### src/sv/nsu_pkg.sv
package nsu_pkg;

    // default sizes, handed to the top level parameters
    localparam int DEF_MAX_DIMS    = 4;
    localparam int DEF_EXTENT_BITS = 16;
    localparam int DEF_VALUE_BITS  = 32;

    // fixed field widths
    localparam int INDEX_BITS       = 64;
    localparam int VALUE_FIELD_BITS = 32;
    localparam int CFG_DATA_BITS    = 64;
    localparam int CFG_INDEX_BITS   = 2;
    localparam int DIMS_FIELD_BITS  = 3;

    // depth of the queue between front and back
    localparam int QUEUE_DEPTH = 4;

    // register indexes
    localparam logic [CFG_INDEX_BITS-1:0] CFG_DIMS_IN_USE    = 2'd0;
    localparam logic [CFG_INDEX_BITS-1:0] CFG_OPERAND_SHAPE  = 2'd1;
    localparam logic [CFG_INDEX_BITS-1:0] CFG_UPDATE_SHAPE   = 2'd2;
    localparam logic [CFG_INDEX_BITS-1:0] CFG_START_POSITION = 2'd3;

    // status of the derivation sequencer
    typedef struct packed {
        logic busy;
        logic empty;
    } t_setup_stat;

    // bits to index one of dim_count dimensions
    function automatic int dim_bits(input int dim_count);
        int bits;
        bits = (dim_count > 1) ? $clog2(dim_count) : 1;
        return bits;
    endfunction

endpackage

### src/sv/nd_slice_update_address_gen_core.sv
// address generator for a dynamic slice update
// input stream (s_axis): one update element per word, row-major order over the update box
// output stream (m_axis): flat operand index, the element bits and tlast on the final element
// configuration: i_cfg_we writes register i_cfg_index (0 dims in use, 1 operand shape,
//   2 update shape, 3 start position) from i_cfg_data, no read-back
// after reset and after every register write a sequencer derives strides, the clamped
//   base offset and per-dimension index steps through one shared 16 x 64 multiplier;
//   tready stays low while the derivation runs
// the walk restarts at the first element of the update whenever the derivation reruns
// a word accepted on s_axis is written into the queue, then into the output register on m_axis
// throughput: one word per cycle if not busy or stalled; the front counts coordinates and a
//   four-entry queue feeds the back, which adds one precomputed step to the index per word
// a stall on m_axis holds the output register; the queue absorbs up to four more words
//   before s_axis tready drops
// with an empty update (any used extent zero) words are accepted and dropped
// after the final element the counters wrap and the next word starts a new pass
module nd_slice_update_address_gen_core
    import nsu_pkg::*;
#(
    parameter int MAX_DIMS    = DEF_MAX_DIMS,
    parameter int EXTENT_BITS = DEF_EXTENT_BITS,
    parameter int VALUE_BITS  = DEF_VALUE_BITS
) (
    input  logic                                   i_clk,
    input  logic                                   i_rst_n,
    // configuration write port
    input  logic                                   i_cfg_we,
    input  logic [CFG_INDEX_BITS-1:0]              i_cfg_index,
    input  logic [CFG_DATA_BITS-1:0]               i_cfg_data,
    // update elements in
    input  logic                                   i_s_axis_tvalid,
    output logic                                   o_s_axis_tready,
    input  logic [VALUE_FIELD_BITS-1:0]            i_s_axis_tdata,   // update_value
    // target addresses out
    output logic                                   o_m_axis_tvalid,
    input  logic                                   i_m_axis_tready,
    output logic [INDEX_BITS+VALUE_FIELD_BITS-1:0] o_m_axis_tdata,   // target_index, element_value
    output logic                                   o_m_axis_tlast    // final_element
);

    localparam int DIM_W   = dim_bits(MAX_DIMS);
    localparam int Q_WIDTH = DIM_W + VALUE_FIELD_BITS + 1;

    t_setup_stat                           w_stat;
    logic [DIM_W-1:0]                      w_last_dim;
    logic [MAX_DIMS-1:0][EXTENT_BITS-1:0]  w_upd_ext;
    logic [INDEX_BITS-1:0]                 w_base;
    logic [MAX_DIMS-1:0][INDEX_BITS-1:0]   w_delta;

    logic                                  w_push;
    logic [Q_WIDTH-1:0]                    w_push_data;
    logic                                  w_pop;
    logic                                  w_q_valid;
    logic                                  w_q_full;
    logic [Q_WIDTH-1:0]                    w_q_data;

    // derived walk parameters
    nsu_setup #(
        .MAX_DIMS    (MAX_DIMS),
        .EXTENT_BITS (EXTENT_BITS)
    ) u_setup (
        .i_clk       (i_clk),
        .i_rst_n     (i_rst_n),
        .i_cfg_we    (i_cfg_we),
        .i_cfg_index (i_cfg_index),
        .i_cfg_data  (i_cfg_data),
        .o_stat      (w_stat),
        .o_last_dim  (w_last_dim),
        .o_upd_ext   (w_upd_ext),
        .o_base      (w_base),
        .o_delta     (w_delta)
    );

    // coordinate counters, classify each word by the dimension that steps
    nsu_front #(
        .MAX_DIMS    (MAX_DIMS),
        .EXTENT_BITS (EXTENT_BITS),
        .VALUE_BITS  (VALUE_BITS)
    ) u_front (
        .i_clk           (i_clk),
        .i_rst_n         (i_rst_n),
        .i_s_axis_tvalid (i_s_axis_tvalid),
        .o_s_axis_tready (o_s_axis_tready),
        .i_s_axis_tdata  (i_s_axis_tdata),
        .i_stat          (w_stat),
        .i_last_dim      (w_last_dim),
        .i_upd_ext       (w_upd_ext),
        .i_q_full        (w_q_full),
        .o_push          (w_push),
        .o_push_data     (w_push_data)
    );

    nsu_queue #(
        .WIDTH (Q_WIDTH),
        .DEPTH (QUEUE_DEPTH)
    ) u_queue (
        .i_clk       (i_clk),
        .i_rst_n     (i_rst_n),
        .i_push      (w_push),
        .i_push_data (w_push_data),
        .i_pop       (w_pop),
        .o_valid     (w_q_valid),
        .o_full      (w_q_full),
        .o_data      (w_q_data)
    );

    // index accumulator and output register
    nsu_back #(
        .MAX_DIMS (MAX_DIMS)
    ) u_back (
        .i_clk           (i_clk),
        .i_rst_n         (i_rst_n),
        .i_stat          (w_stat),
        .i_base          (w_base),
        .i_delta         (w_delta),
        .i_q_valid       (w_q_valid),
        .i_q_data        (w_q_data),
        .o_pop           (w_pop),
        .o_m_axis_tvalid (o_m_axis_tvalid),
        .i_m_axis_tready (i_m_axis_tready),
        .o_m_axis_tdata  (o_m_axis_tdata),
        .o_m_axis_tlast  (o_m_axis_tlast)
    );

endmodule

### src/sv/nsu_setup.sv
module nsu_setup
    import nsu_pkg::*;
#(
    parameter int MAX_DIMS    = DEF_MAX_DIMS,
    parameter int EXTENT_BITS = DEF_EXTENT_BITS
) (
    input  logic                                    i_clk,
    input  logic                                    i_rst_n,
    input  logic                                    i_cfg_we,
    input  logic [CFG_INDEX_BITS-1:0]               i_cfg_index,
    input  logic [CFG_DATA_BITS-1:0]                i_cfg_data,
    output t_setup_stat                             o_stat,
    output logic [dim_bits(MAX_DIMS)-1:0]           o_last_dim,
    output logic [MAX_DIMS-1:0][EXTENT_BITS-1:0]    o_upd_ext,
    output logic [INDEX_BITS-1:0]                   o_base,
    output logic [MAX_DIMS-1:0][INDEX_BITS-1:0]     o_delta
);

    localparam int DIM_W = dim_bits(MAX_DIMS);

    localparam logic [1:0] ST_IDLE = 2'd0;
    localparam logic [1:0] ST_INIT = 2'd1;
    localparam logic [1:0] ST_MUL  = 2'd2;
    localparam logic [1:0] ST_ACC  = 2'd3;

    localparam logic [1:0] OP_BASE   = 2'd0;
    localparam logic [1:0] OP_SPAN   = 2'd1;
    localparam logic [1:0] OP_STRIDE = 2'd2;

    logic [DIMS_FIELD_BITS-1:0] r_dims;
    logic [CFG_DATA_BITS-1:0]   r_op_shape;
    logic [CFG_DATA_BITS-1:0]   r_upd_shape;
    logic [CFG_DATA_BITS-1:0]   r_start;

    logic [1:0]                 r_state;
    logic [1:0]                 r_op;
    logic [DIM_W-1:0]           r_dim;
    logic [INDEX_BITS-1:0]      r_prod;
    logic [INDEX_BITS-1:0]      r_base;
    logic [INDEX_BITS-1:0]      r_span;
    logic [INDEX_BITS-1:0]      r_stride [MAX_DIMS];
    logic [INDEX_BITS-1:0]      r_delta  [MAX_DIMS];

    logic [EXTENT_BITS-1:0]     w_op_ext [MAX_DIMS];
    logic [EXTENT_BITS-1:0]     w_upd    [MAX_DIMS];
    logic [EXTENT_BITS-1:0]     w_clamp  [MAX_DIMS];
    logic [DIM_W-1:0]           w_last_dim;
    logic                       w_empty;
    logic [EXTENT_BITS-1:0]     w_mul_a;
    logic [EXTENT_BITS+INDEX_BITS-1:0] w_mul_full;

    // unpack extents, clamp start per dimension
    always_comb begin
        logic [EXTENT_BITS-1:0] raw;
        logic signed [EXTENT_BITS+1:0] s;
        logic signed [EXTENT_BITS+1:0] hi;
        for (int d = 0; d < MAX_DIMS; d++) begin
            w_op_ext[d] = r_op_shape[(MAX_DIMS-1-d)*EXTENT_BITS +: EXTENT_BITS];
            w_upd[d]    = r_upd_shape[(MAX_DIMS-1-d)*EXTENT_BITS +: EXTENT_BITS];
            raw         = r_start[(MAX_DIMS-1-d)*EXTENT_BITS +: EXTENT_BITS];
            s  = $signed({{2{raw[EXTENT_BITS-1]}}, raw});
            hi = $signed({2'b00, w_op_ext[d]}) - $signed({2'b00, w_upd[d]});
            if (s < 0) begin
                s = '0;
            end
            if (s > hi) begin
                s = hi;
            end
            if (s < 0) begin
                s = '0;
            end
            w_clamp[d] = s[EXTENT_BITS-1:0];
        end
    end

    // dimension count, zero counts as one, values above MAX_DIMS count as MAX_DIMS
    always_comb begin
        if (r_dims == '0) begin
            w_last_dim = '0;
        end else if (r_dims > DIMS_FIELD_BITS'(MAX_DIMS)) begin
            w_last_dim = DIM_W'(MAX_DIMS - 1);
        end else begin
            w_last_dim = DIM_W'(r_dims - 1'b1);
        end
    end

    always_comb begin
        w_empty = 1'b0;
        for (int d = 0; d < MAX_DIMS; d++) begin
            if (DIM_W'(d) <= w_last_dim && w_upd[d] == '0) begin
                w_empty = 1'b1;
            end
        end
    end

    // shared multiplier operand
    always_comb begin
        unique case (r_op)
            OP_BASE:   w_mul_a = w_clamp[r_dim];
            OP_SPAN:   w_mul_a = w_upd[r_dim] - 1'b1;
            OP_STRIDE: w_mul_a = w_op_ext[r_dim];
            default:   w_mul_a = '0;
        endcase
    end

    assign w_mul_full = w_mul_a * r_stride[r_dim];

    always_ff @(posedge i_clk) begin
        if (!i_rst_n) begin
            r_dims      <= DIMS_FIELD_BITS'(1);
            r_op_shape  <= '0;
            r_upd_shape <= '0;
            r_start     <= '0;
        end else if (i_cfg_we) begin
            unique case (i_cfg_index)
                CFG_DIMS_IN_USE:    r_dims      <= i_cfg_data[DIMS_FIELD_BITS-1:0];
                CFG_OPERAND_SHAPE:  r_op_shape  <= i_cfg_data;
                CFG_UPDATE_SHAPE:   r_upd_shape <= i_cfg_data;
                CFG_START_POSITION: r_start     <= i_cfg_data;
            endcase
        end
    end

    always_ff @(posedge i_clk) begin
        if (!i_rst_n) begin
            r_state <= ST_INIT;
            r_op    <= OP_BASE;
            r_dim   <= '0;
        end else if (i_cfg_we) begin
            r_state <= ST_INIT;
        end else begin
            unique case (r_state)
                ST_IDLE: begin
                end
                ST_INIT: begin
                    for (int d = 0; d < MAX_DIMS; d++) begin
                        r_stride[d] <= (DIM_W'(d) == w_last_dim) ? INDEX_BITS'(1) : '0;
                    end
                    r_base  <= '0;
                    r_span  <= '0;
                    r_dim   <= w_last_dim;
                    r_op    <= OP_BASE;
                    r_state <= ST_MUL;
                end
                ST_MUL: begin
                    r_prod  <= w_mul_full[INDEX_BITS-1:0];
                    r_state <= ST_ACC;
                end
                ST_ACC: begin
                    unique case (r_op)
                        OP_BASE: begin
                            r_base  <= r_base + r_prod;
                            r_op    <= OP_SPAN;
                            r_state <= ST_MUL;
                        end
                        OP_SPAN: begin
                            // step into this dimension undoes the wraps of all inner ones
                            r_delta[r_dim] <= r_stride[r_dim] - r_span;
                            r_span         <= r_span + r_prod;
                            if (r_dim == '0) begin
                                r_state <= ST_IDLE;
                            end else begin
                                r_op    <= OP_STRIDE;
                                r_state <= ST_MUL;
                            end
                        end
                        OP_STRIDE: begin
                            r_stride[DIM_W'(r_dim - 1'b1)] <= r_prod;
                            r_dim   <= DIM_W'(r_dim - 1'b1);
                            r_op    <= OP_BASE;
                            r_state <= ST_MUL;
                        end
                        default: begin
                            r_state <= ST_IDLE;
                        end
                    endcase
                end
            endcase
        end
    end

    always_comb begin
        for (int d = 0; d < MAX_DIMS; d++) begin
            o_upd_ext[d] = w_upd[d];
            o_delta[d]   = r_delta[d];
        end
    end

    assign o_stat.busy  = (r_state != ST_IDLE);
    assign o_stat.empty = w_empty;
    assign o_last_dim   = w_last_dim;
    assign o_base       = r_base;

endmodule

### src/sv/nsu_front.sv
module nsu_front
    import nsu_pkg::*;
#(
    parameter int MAX_DIMS    = DEF_MAX_DIMS,
    parameter int EXTENT_BITS = DEF_EXTENT_BITS,
    parameter int VALUE_BITS  = DEF_VALUE_BITS
) (
    input  logic                                        i_clk,
    input  logic                                        i_rst_n,
    input  logic                                        i_s_axis_tvalid,
    output logic                                        o_s_axis_tready,
    input  logic [VALUE_FIELD_BITS-1:0]                 i_s_axis_tdata,
    input  t_setup_stat                                 i_stat,
    input  logic [dim_bits(MAX_DIMS)-1:0]               i_last_dim,
    input  logic [MAX_DIMS-1:0][EXTENT_BITS-1:0]        i_upd_ext,
    input  logic                                        i_q_full,
    output logic                                        o_push,
    output logic [dim_bits(MAX_DIMS)+VALUE_FIELD_BITS:0] o_push_data
);

    localparam int DIM_W = dim_bits(MAX_DIMS);
    localparam logic [VALUE_FIELD_BITS:0] VALUE_MASK_W =
        (({{VALUE_FIELD_BITS{1'b0}}, 1'b1}) << VALUE_BITS) - 1'b1;

    logic [EXTENT_BITS-1:0] r_coord [MAX_DIMS];
    logic [MAX_DIMS-1:0]    w_wrap;
    logic [MAX_DIMS-1:0]    w_used;
    logic                   w_last;
    logic [DIM_W-1:0]       w_step;
    logic                   w_accept;

    always_comb begin
        for (int d = 0; d < MAX_DIMS; d++) begin
            w_used[d] = (DIM_W'(d) <= i_last_dim);
            w_wrap[d] = (({1'b0, r_coord[d]} + 1'b1) == {1'b0, i_upd_ext[d]});
        end
    end

    // innermost dimension that does not wrap takes the increment
    always_comb begin
        w_step = '0;
        for (int d = 0; d < MAX_DIMS; d++) begin
            if (w_used[d] && !w_wrap[d]) begin
                w_step = DIM_W'(d);
            end
        end
    end

    assign w_last          = &(w_wrap | ~w_used);
    assign o_s_axis_tready = !i_stat.busy && !i_q_full;
    assign w_accept        = i_s_axis_tvalid && o_s_axis_tready;
    assign o_push          = w_accept && !i_stat.empty;
    assign o_push_data     = {w_step, w_last,
                              i_s_axis_tdata & VALUE_MASK_W[VALUE_FIELD_BITS-1:0]};

    always_ff @(posedge i_clk) begin
        if (!i_rst_n || i_stat.busy) begin
            for (int d = 0; d < MAX_DIMS; d++) begin
                r_coord[d] <= '0;
            end
        end else if (o_push) begin
            for (int d = 0; d < MAX_DIMS; d++) begin
                if (w_used[d]) begin
                    if (w_last || DIM_W'(d) > w_step) begin
                        r_coord[d] <= '0;
                    end else if (DIM_W'(d) == w_step) begin
                        r_coord[d] <= r_coord[d] + 1'b1;
                    end
                end
            end
        end
    end

endmodule

### src/sv/nsu_queue.sv
module nsu_queue
    import nsu_pkg::*;
#(
    parameter int WIDTH = VALUE_FIELD_BITS,
    parameter int DEPTH = QUEUE_DEPTH
) (
    input  logic             i_clk,
    input  logic             i_rst_n,
    input  logic             i_push,
    input  logic [WIDTH-1:0] i_push_data,
    input  logic             i_pop,
    output logic             o_valid,
    output logic             o_full,
    output logic [WIDTH-1:0] o_data
);

    localparam int PTR_W = (DEPTH > 1) ? $clog2(DEPTH) : 1;
    localparam int CNT_W = $clog2(DEPTH + 1);

    logic [WIDTH-1:0] r_slot [DEPTH];
    logic [PTR_W-1:0] r_wr_ptr;
    logic [PTR_W-1:0] r_rd_ptr;
    logic [CNT_W-1:0] r_count;

    assign o_valid = (r_count != '0);
    assign o_full  = (r_count == CNT_W'(DEPTH));
    assign o_data  = r_slot[r_rd_ptr];

    always_ff @(posedge i_clk) begin
        if (i_push) begin
            r_slot[r_wr_ptr] <= i_push_data;
        end
    end

    always_ff @(posedge i_clk) begin
        if (!i_rst_n) begin
            r_wr_ptr <= '0;
            r_rd_ptr <= '0;
            r_count  <= '0;
        end else begin
            if (i_push) begin
                r_wr_ptr <= (r_wr_ptr == PTR_W'(DEPTH - 1)) ? '0 : r_wr_ptr + 1'b1;
            end
            if (i_pop) begin
                r_rd_ptr <= (r_rd_ptr == PTR_W'(DEPTH - 1)) ? '0 : r_rd_ptr + 1'b1;
            end
            if (i_push && !i_pop) begin
                r_count <= r_count + 1'b1;
            end else if (i_pop && !i_push) begin
                r_count <= r_count - 1'b1;
            end
        end
    end

    a_no_overflow: assert property (@(posedge i_clk) disable iff (!i_rst_n)
        i_push |-> !o_full)
        else $error("queue written while full");

    a_no_underflow: assert property (@(posedge i_clk) disable iff (!i_rst_n)
        i_pop |-> o_valid)
        else $error("queue read while empty");

    a_count_up: assert property (@(posedge i_clk) disable iff (!i_rst_n)
        (i_push && !i_pop) |=> r_count == $past(r_count) + 1'b1)
        else $error("queue fill count did not follow a write");

endmodule

### src/sv/nsu_back.sv
module nsu_back
    import nsu_pkg::*;
#(
    parameter int MAX_DIMS = DEF_MAX_DIMS
) (
    input  logic                                        i_clk,
    input  logic                                        i_rst_n,
    input  t_setup_stat                                 i_stat,
    input  logic [INDEX_BITS-1:0]                       i_base,
    input  logic [MAX_DIMS-1:0][INDEX_BITS-1:0]         i_delta,
    input  logic                                        i_q_valid,
    input  logic [dim_bits(MAX_DIMS)+VALUE_FIELD_BITS:0] i_q_data,
    output logic                                        o_pop,
    output logic                                        o_m_axis_tvalid,
    input  logic                                        i_m_axis_tready,
    output logic [INDEX_BITS+VALUE_FIELD_BITS-1:0]      o_m_axis_tdata,
    output logic                                        o_m_axis_tlast
);

    localparam int DIM_W = dim_bits(MAX_DIMS);

    logic [INDEX_BITS-1:0]       r_walk;
    logic                        r_tvalid;
    logic [INDEX_BITS-1:0]       r_index;
    logic [VALUE_FIELD_BITS-1:0] r_value;
    logic                        r_last;

    logic [VALUE_FIELD_BITS-1:0] w_value;
    logic                        w_last;
    logic [DIM_W-1:0]            w_step;

    assign w_value = i_q_data[VALUE_FIELD_BITS-1:0];
    assign w_last  = i_q_data[VALUE_FIELD_BITS];
    assign w_step  = i_q_data[VALUE_FIELD_BITS+DIM_W:VALUE_FIELD_BITS+1];

    // output register refills whenever it is empty or being taken
    assign o_pop = i_q_valid && (!r_tvalid || i_m_axis_tready);

    always_ff @(posedge i_clk) begin
        if (!i_rst_n) begin
            r_tvalid <= 1'b0;
        end else if (o_pop) begin
            r_tvalid <= 1'b1;
        end else if (i_m_axis_tready) begin
            r_tvalid <= 1'b0;
        end
    end

    always_ff @(posedge i_clk) begin
        if (i_stat.busy) begin
            r_walk <= i_base;
        end else if (o_pop) begin
            r_walk <= w_last ? i_base : r_walk + i_delta[w_step];
        end
    end

    always_ff @(posedge i_clk) begin
        if (o_pop) begin
            r_index <= r_walk;
            r_value <= w_value;
            r_last  <= w_last;
        end
    end

    assign o_m_axis_tvalid = r_tvalid;
    assign o_m_axis_tdata  = {r_value, r_index};
    assign o_m_axis_tlast  = r_last;

    a_walk_starts_at_base: assert property (@(posedge i_clk) disable iff (!i_rst_n)
        $fell(i_stat.busy) |-> r_walk == i_base)
        else $error("walk does not start at the base offset");

endmodule

### config.mk
export PLATFORM = sky130hd
export DESIGN_NAME = nd_slice_update_address_gen_core
export DESIGN_NICKNAME = d
export VERILOG_FILES = /design/src/sv/nsu_pkg.sv /design/src/sv/nd_slice_update_address_gen_core.sv /design/src/sv/nsu_setup.sv /design/src/sv/nsu_front.sv /design/src/sv/nsu_queue.sv /design/src/sv/nsu_back.sv
export SDC_FILE = /design/constraint.sdc
export NUM_CORES = 2
export LEC_CHECK = 0
export ABC_AREA = 0
export ABC_CLOCK_PERIOD_IN_PS = 32299
export BUFFER_PORTS_ARGS = -buffer_cell sky130_fd_sc_hd__clkbuf_2
export CAP_MARGIN = 20
export CORE_MARGIN = 3
export CORE_UTILIZATION = 50
export DETAILED_ROUTE_END_ITERATION = 12
export PLACE_DENSITY = 0.66
export SYNTH_ARGS = -nofsm -noshare
export SYNTH_HDL_FRONTEND = slang
export SYNTH_HIERARCHICAL = 1
export SYNTH_SLANG_ARGS = --single-unit
### constraint.sdc
create_clock -name i_clk -period 32.3 [get_ports i_clk]
set_input_delay 0 -clock i_clk [delete_from_list [all_inputs] [get_ports i_clk]]
set_output_delay 0 -clock i_clk [all_outputs]
set_load 0.03 [all_outputs]
==> run_summary.xml <==
<?xml version="1.0" encoding="UTF-8"?>
<metrics>
  <group name="yosys">
    <metric name="synth.top_cell.area_share" unit="%">32.5</metric>
    <metric name="asyncSetResetFlopFracSynth" unit="%">0</metric>
    <metric name="yosys-top-cells-area" unit="">sky130_fd_sc_hd__edfxtp_1, sky130_fd_sc_hd__fa_1, sky130_fd_sc_hd__ha_1</metric>
    <metric name="synth_area_per_cell" unit="µm²">10.4</metric>
    <metric name="synthMostInstantiatedCell" unit="">sky130_fd_sc_hd__nand2_1</metric>
    <metric name="syn_nets" unit="">10842</metric>
    <metric name="share_of_the_yosys_chip_area_belonging_to_registers" unit="%">36.8</metric>
    <metric name="synth_top_cells_by_count" unit="">sky130_fd_sc_hd__nand2_1, sky130_fd_sc_hd__inv_1, sky130_fd_sc_hd__edfxtp_1</metric>
    <metric name="yosysUniqueCellTypes" unit="">117</metric>
    <metric name="synth_top_cell_by_area" unit="">sky130_fd_sc_hd__edfxtp_1</metric>
    <metric name="synth.ff_latch_count" unit="">1282</metric>
    <metric name="synth-edff-count" unit="">1069</metric>
    <metric name="mappedNetlistArea" unit="µm²">98700</metric>
    <metric name="netlist_instances" unit="">9484</metric>
    <metric name="synth_flop_cell" unit="">sky130_fd_sc_hd__edfxtp_1</metric>
    <metric name="yosysWarnings" unit="">6</metric>
  </group>
  <group name="final_layout">
    <metric name="multi_input_area" unit="µm²">56500</metric>
    <metric name="sequential_cell_area" unit="µm²">36400</metric>
    <metric name="area_delta_synth_final" unit="%">9.34</metric>
    <metric name="fillers" unit="">16889</metric>
    <metric name="final_layout_size_suffix_gt1_share" unit="%">8.81</metric>
    <metric name="number_of_nets_in_the_final_layout" unit="">10959</metric>
  </group>
  <group name="timing">
    <metric name="worst-slew-pin-transition" unit="ns">1.07</metric>
    <metric name="setup_viol_count_final" unit="">0</metric>
    <metric name="fin_ws" unit="ns">18.49</metric>
    <metric name="finClkSkew" unit="ns">0.0401</metric>
    <metric name="hold_violations" unit="">0</metric>
    <metric name="slew-limit-headroom" unit="%">28.6</metric>
    <metric name="timing.final.max_slew_violations" unit="">0</metric>
    <metric name="finalCritPeriodShare" unit="%">42.8</metric>
    <metric name="finalWorstPathRequiredPeriod" unit="ns">13.81</metric>
    <metric name="final.setup.tns" unit="ns">0</metric>
    <metric name="rsz0062_at_grt" unit="">false</metric>
    <metric name="peak_freq" unit="MHz">72.4</metric>
    <metric name="final.hold.worst_slack" unit="ns">0.0585</metric>
  </group>
  <group name="place">
    <metric name="dpl.hpwl" unit="µm">228000</metric>
    <metric name="place.port_buffers" unit="">201</metric>
    <metric name="post_placement_worst_setup_slack" unit="ns">18.81</metric>
    <metric name="gp_congestion" unit="">0.965</metric>
  </group>
  <group name="worst_setup_path">
    <metric name="setup.worst_path.start_class" unit="">register</metric>
    <metric name="timing_worst_setup_path_type" unit="">register to register</metric>
    <metric name="timing.critical_path.required" unit="ns">32.91</metric>
    <metric name="worst_r2r_startpoint" unit="">u_setup/r_upd_shape[32]$_SDFFE_PN0P_</metric>
    <metric name="register_to_register_path_setup_slack" unit="ns">18.49</metric>
    <metric name="crit_path_max_fanout" unit="">58</metric>
    <metric name="worst-r2r-cell-count" unit="">47</metric>
    <metric name="cpPeakStageDelay" unit="ns">0.65</metric>
    <metric name="worst_path_most_repeated_cell" unit="">sky130_fd_sc_hd__fa_1</metric>
    <metric name="crit_path_end_kind" unit="">register</metric>
    <metric name="worstPathArrival" unit="ns">14.42</metric>
    <metric name="critical_path.startpoint" unit="">u_setup/r_upd_shape[32]$_SDFFE_PN0P_</metric>
    <metric name="worst_path_max_delay_cell" unit="">sky130_fd_sc_hd__buf_4</metric>
  </group>
  <group name="status">
    <metric name="status" unit="">complete, no violations</metric>
  </group>
  <group name="clock_tree">
    <metric name="cts_buffers" unit="">138</metric>
    <metric name="worst_skew_late_latency" unit="ns">0.79</metric>
    <metric name="h-tree-depth" unit="">4</metric>
    <metric name="cts_tree" unit="">built</metric>
    <metric name="max-clock-path-buffers" unit="">3</metric>
    <metric name="cts_post_setup_buffers_inserted" unit="">0</metric>
    <metric name="cts-root-buf" unit="">sky130_fd_sc_hd__clkbuf_16</metric>
    <metric name="cts_num_sinks" unit="">1282</metric>
    <metric name="clk_pin_slew_worst_paths" unit="ns">0.07</metric>
  </group>
  <group name="power">
    <metric name="powerDensity" unit="nW/µm²">60.6</metric>
    <metric name="leakagePower" unit="nW">43.5</metric>
    <metric name="power.total" unit="mW">6.54</metric>
    <metric name="vdd_drop_max" unit="mV">0.0610</metric>
  </group>
  <group name="die">
    <metric name="floorplan.core_area" unit="µm²">196000</metric>
    <metric name="fp.dieArea" unit="µm²">203000</metric>
    <metric name="top_level_ports" unit="">202</metric>
    <metric name="initial_utilization" unit="%">50.5</metric>
    <metric name="die_outline_width" unit="µm">450</metric>
    <metric name="die_y" unit="µm">450</metric>
    <metric name="std_cell_rows" unit="">162</metric>
  </group>
  <group name="global_routing">
    <metric name="grt_pass1_vias" unit="">73789</metric>
    <metric name="grt_usage" unit="%">29.8</metric>
    <metric name="first_pass_grt_wire_length" unit="µm">461000</metric>
    <metric name="grt-ovfl-total" unit="">0</metric>
    <metric name="grt_start_max_net_pins" unit="">79</metric>
    <metric name="antenna_violations_before_repair" unit="">9</metric>
  </group>
  <group name="drt">
    <metric name="detailroute.via_count" unit="">72935</metric>
    <metric name="number_of_vias_per_cell" unit="">5.91</metric>
    <metric name="drt-total-wl" unit="µm">304000</metric>
    <metric name="drt_iter0_drc" unit="">6718</metric>
    <metric name="pre_repair_dr_iteration_count" unit="">6</metric>
    <metric name="drtAntennaViolNets" unit="">0</metric>
    <metric name="drc_violations_left" unit="">0</metric>
    <metric name="wl_per_cell" unit="µm">24.7</metric>
  </group>
  <group name="job">
    <metric name="max_cap_viol_count" unit="">0</metric>
  </group>
  <group name="min_path">
    <metric name="hold-path-cell-count" unit="">4</metric>
    <metric name="hold_path.class" unit="">primary input to register</metric>
    <metric name="holdCritStartpoint" unit="">i_cfg_data[63]</metric>
  </group>
</metrics>
per-layer routing:
layer	up-vias	GRT usage [%]	wire length (µm)
li1	32646	-	-
met1	36620	38.4	120000
met2	2994	49.3	145000
met3	671	4.85	22000
met4	4	14.1	16800
met5	-	0	20
final timing paths:
kind / endpoint
min reg2reg: u_setup/r_start[61]$_SDFFE_PN0P_
min: u_setup/r_upd_shape[63]$_SDFFE_PN0P_
max: u_setup/r_prod[63]$_DFFE_PP_
max reg2reg: u_setup/r_prod[63]$_DFFE_PP_
critical path, delay by kind of cell, from the launching register on:
kind / cells / cell delay, ns
compound gates: 20 / 6.00
fa+ha+maj: 10 / 4.29
buf+inv: 8 / 1.25
simple gates: 6 / 0.80
mux: 2 / 0.52
flops: 1 / 0.46
xor+xnor: 1 / 0.20
flip-flops by register name, summed over array words and instances, names as in the netlist, named ones only:
signal,flops
u_back/r_index,64
u_setup/o_base,64
u_setup/r_delta,256
u_queue/r_wr_ptr,2
u_setup/r_op,2
u_setup/r_state,2
u_back/r_walk,64
u_back/o_m_axis_tlast,1
u_front/r_coord,64
u_setup/r_start,64
u_queue/r_count,3
u_setup/r_span,64
u_setup/r_dim,2
u_back/o_m_axis_tvalid,1
u_queue/r_slot,140
u_setup/r_op_shape,64
u_setup/r_upd_shape,64
u_queue/r_rd_ptr,2
u_setup/r_stride,256
u_setup/r_dims,3
u_setup/r_prod,64
u_back/r_value,32
layout by cell type, fill, tap and decap left out, types with 87 or more instances in the layout:
cell	count
sky130_fd_sc_hd__nand2_1	1333
sky130_fd_sc_hd__inv_1	1081
sky130_fd_sc_hd__edfxtp_1	1069
sky130_fd_sc_hd__fa_1	761
sky130_fd_sc_hd__ha_1	494
sky130_fd_sc_hd__nor2_1	430
sky130_fd_sc_hd__a21oi_1	390
sky130_fd_sc_hd__and2_1	383
sky130_fd_sc_hd__o21ai_0	282
sky130_fd_sc_hd__xnor2_1	281
sky130_fd_sc_hd__a21o_1	230
sky130_fd_sc_hd__nor2b_1	224
sky130_fd_sc_hd__a21boi_0	216
sky130_fd_sc_hd__dfxtp_1	208
sky130_fd_sc_hd__clkbuf_2	200
sky130_fd_sc_hd__mux4_2	189
sky130_fd_sc_hd__xor2_1	174
sky130_fd_sc_hd__dlygate4sd3_1	139
sky130_fd_sc_hd__clkbuf_16	138
sky130_fd_sc_hd__nand3_1	134
sky130_fd_sc_hd__nor3_1	110
sky130_fd_sc_hd__buf_4	87
what timing repair did:
| action | in CTS | in global routing |
|---|---|---|
| hold endpoints to repair | 351 | 0 |
| resized for setup | 0 | 0 |
| hold buffers | 139 | 0 |
report_power, final:
part,leakage [nW],switching (mW),internal [mW]
sequential,12.0,0.0910,2.02
clock,2.22,0.700,0.919
combinational,29.3,1.81,0.991
total,43.5,2.60,3.93
logic make-up after synthesis:
kind of cell | after synthesis | share of synthesized area [%]
buffers and inverters | 1535 | 6.14
xor gates and xnor gates | 467 | 4.31
AOI/OAI and AO/OA | 1670 | 11.3
muxes | 220 | 4.70
adders and majority gates | 1255 | 21.7
and+or+nand+nor | 3055 | 15.0
DFF | 1282 | 36.8
per-stage QoR:
stage	instance area (µm²)	utilization, %	std cells
global placement	102000	52.1	11942
finish	108000	55.2	12335
global route	108000	55.2	12333
floorplan	98700	-	9484
CTS	108000	55.2	12332
detailed placement	102000	52.1	11945
area by class of cell:
| cell class | instances | share of cell area [%] |
|---|---|---|
| Antenna cell | 2 | 0.00464 |
| Multi-Input combinational cell | 6667 | 52.4 |
| Timing Repair Buffer | 430 | 2.86 |
| Clock inverter | 74 | 0.871 |
| Inverter | 1082 | 3.76 |
| Sequential cell | 1282 | 33.7 |
| Tap cell | 2624 | 3.04 |
| Clock buffer | 174 | 3.38 |
No activity file was read; power rests on OpenSTA's default activity.
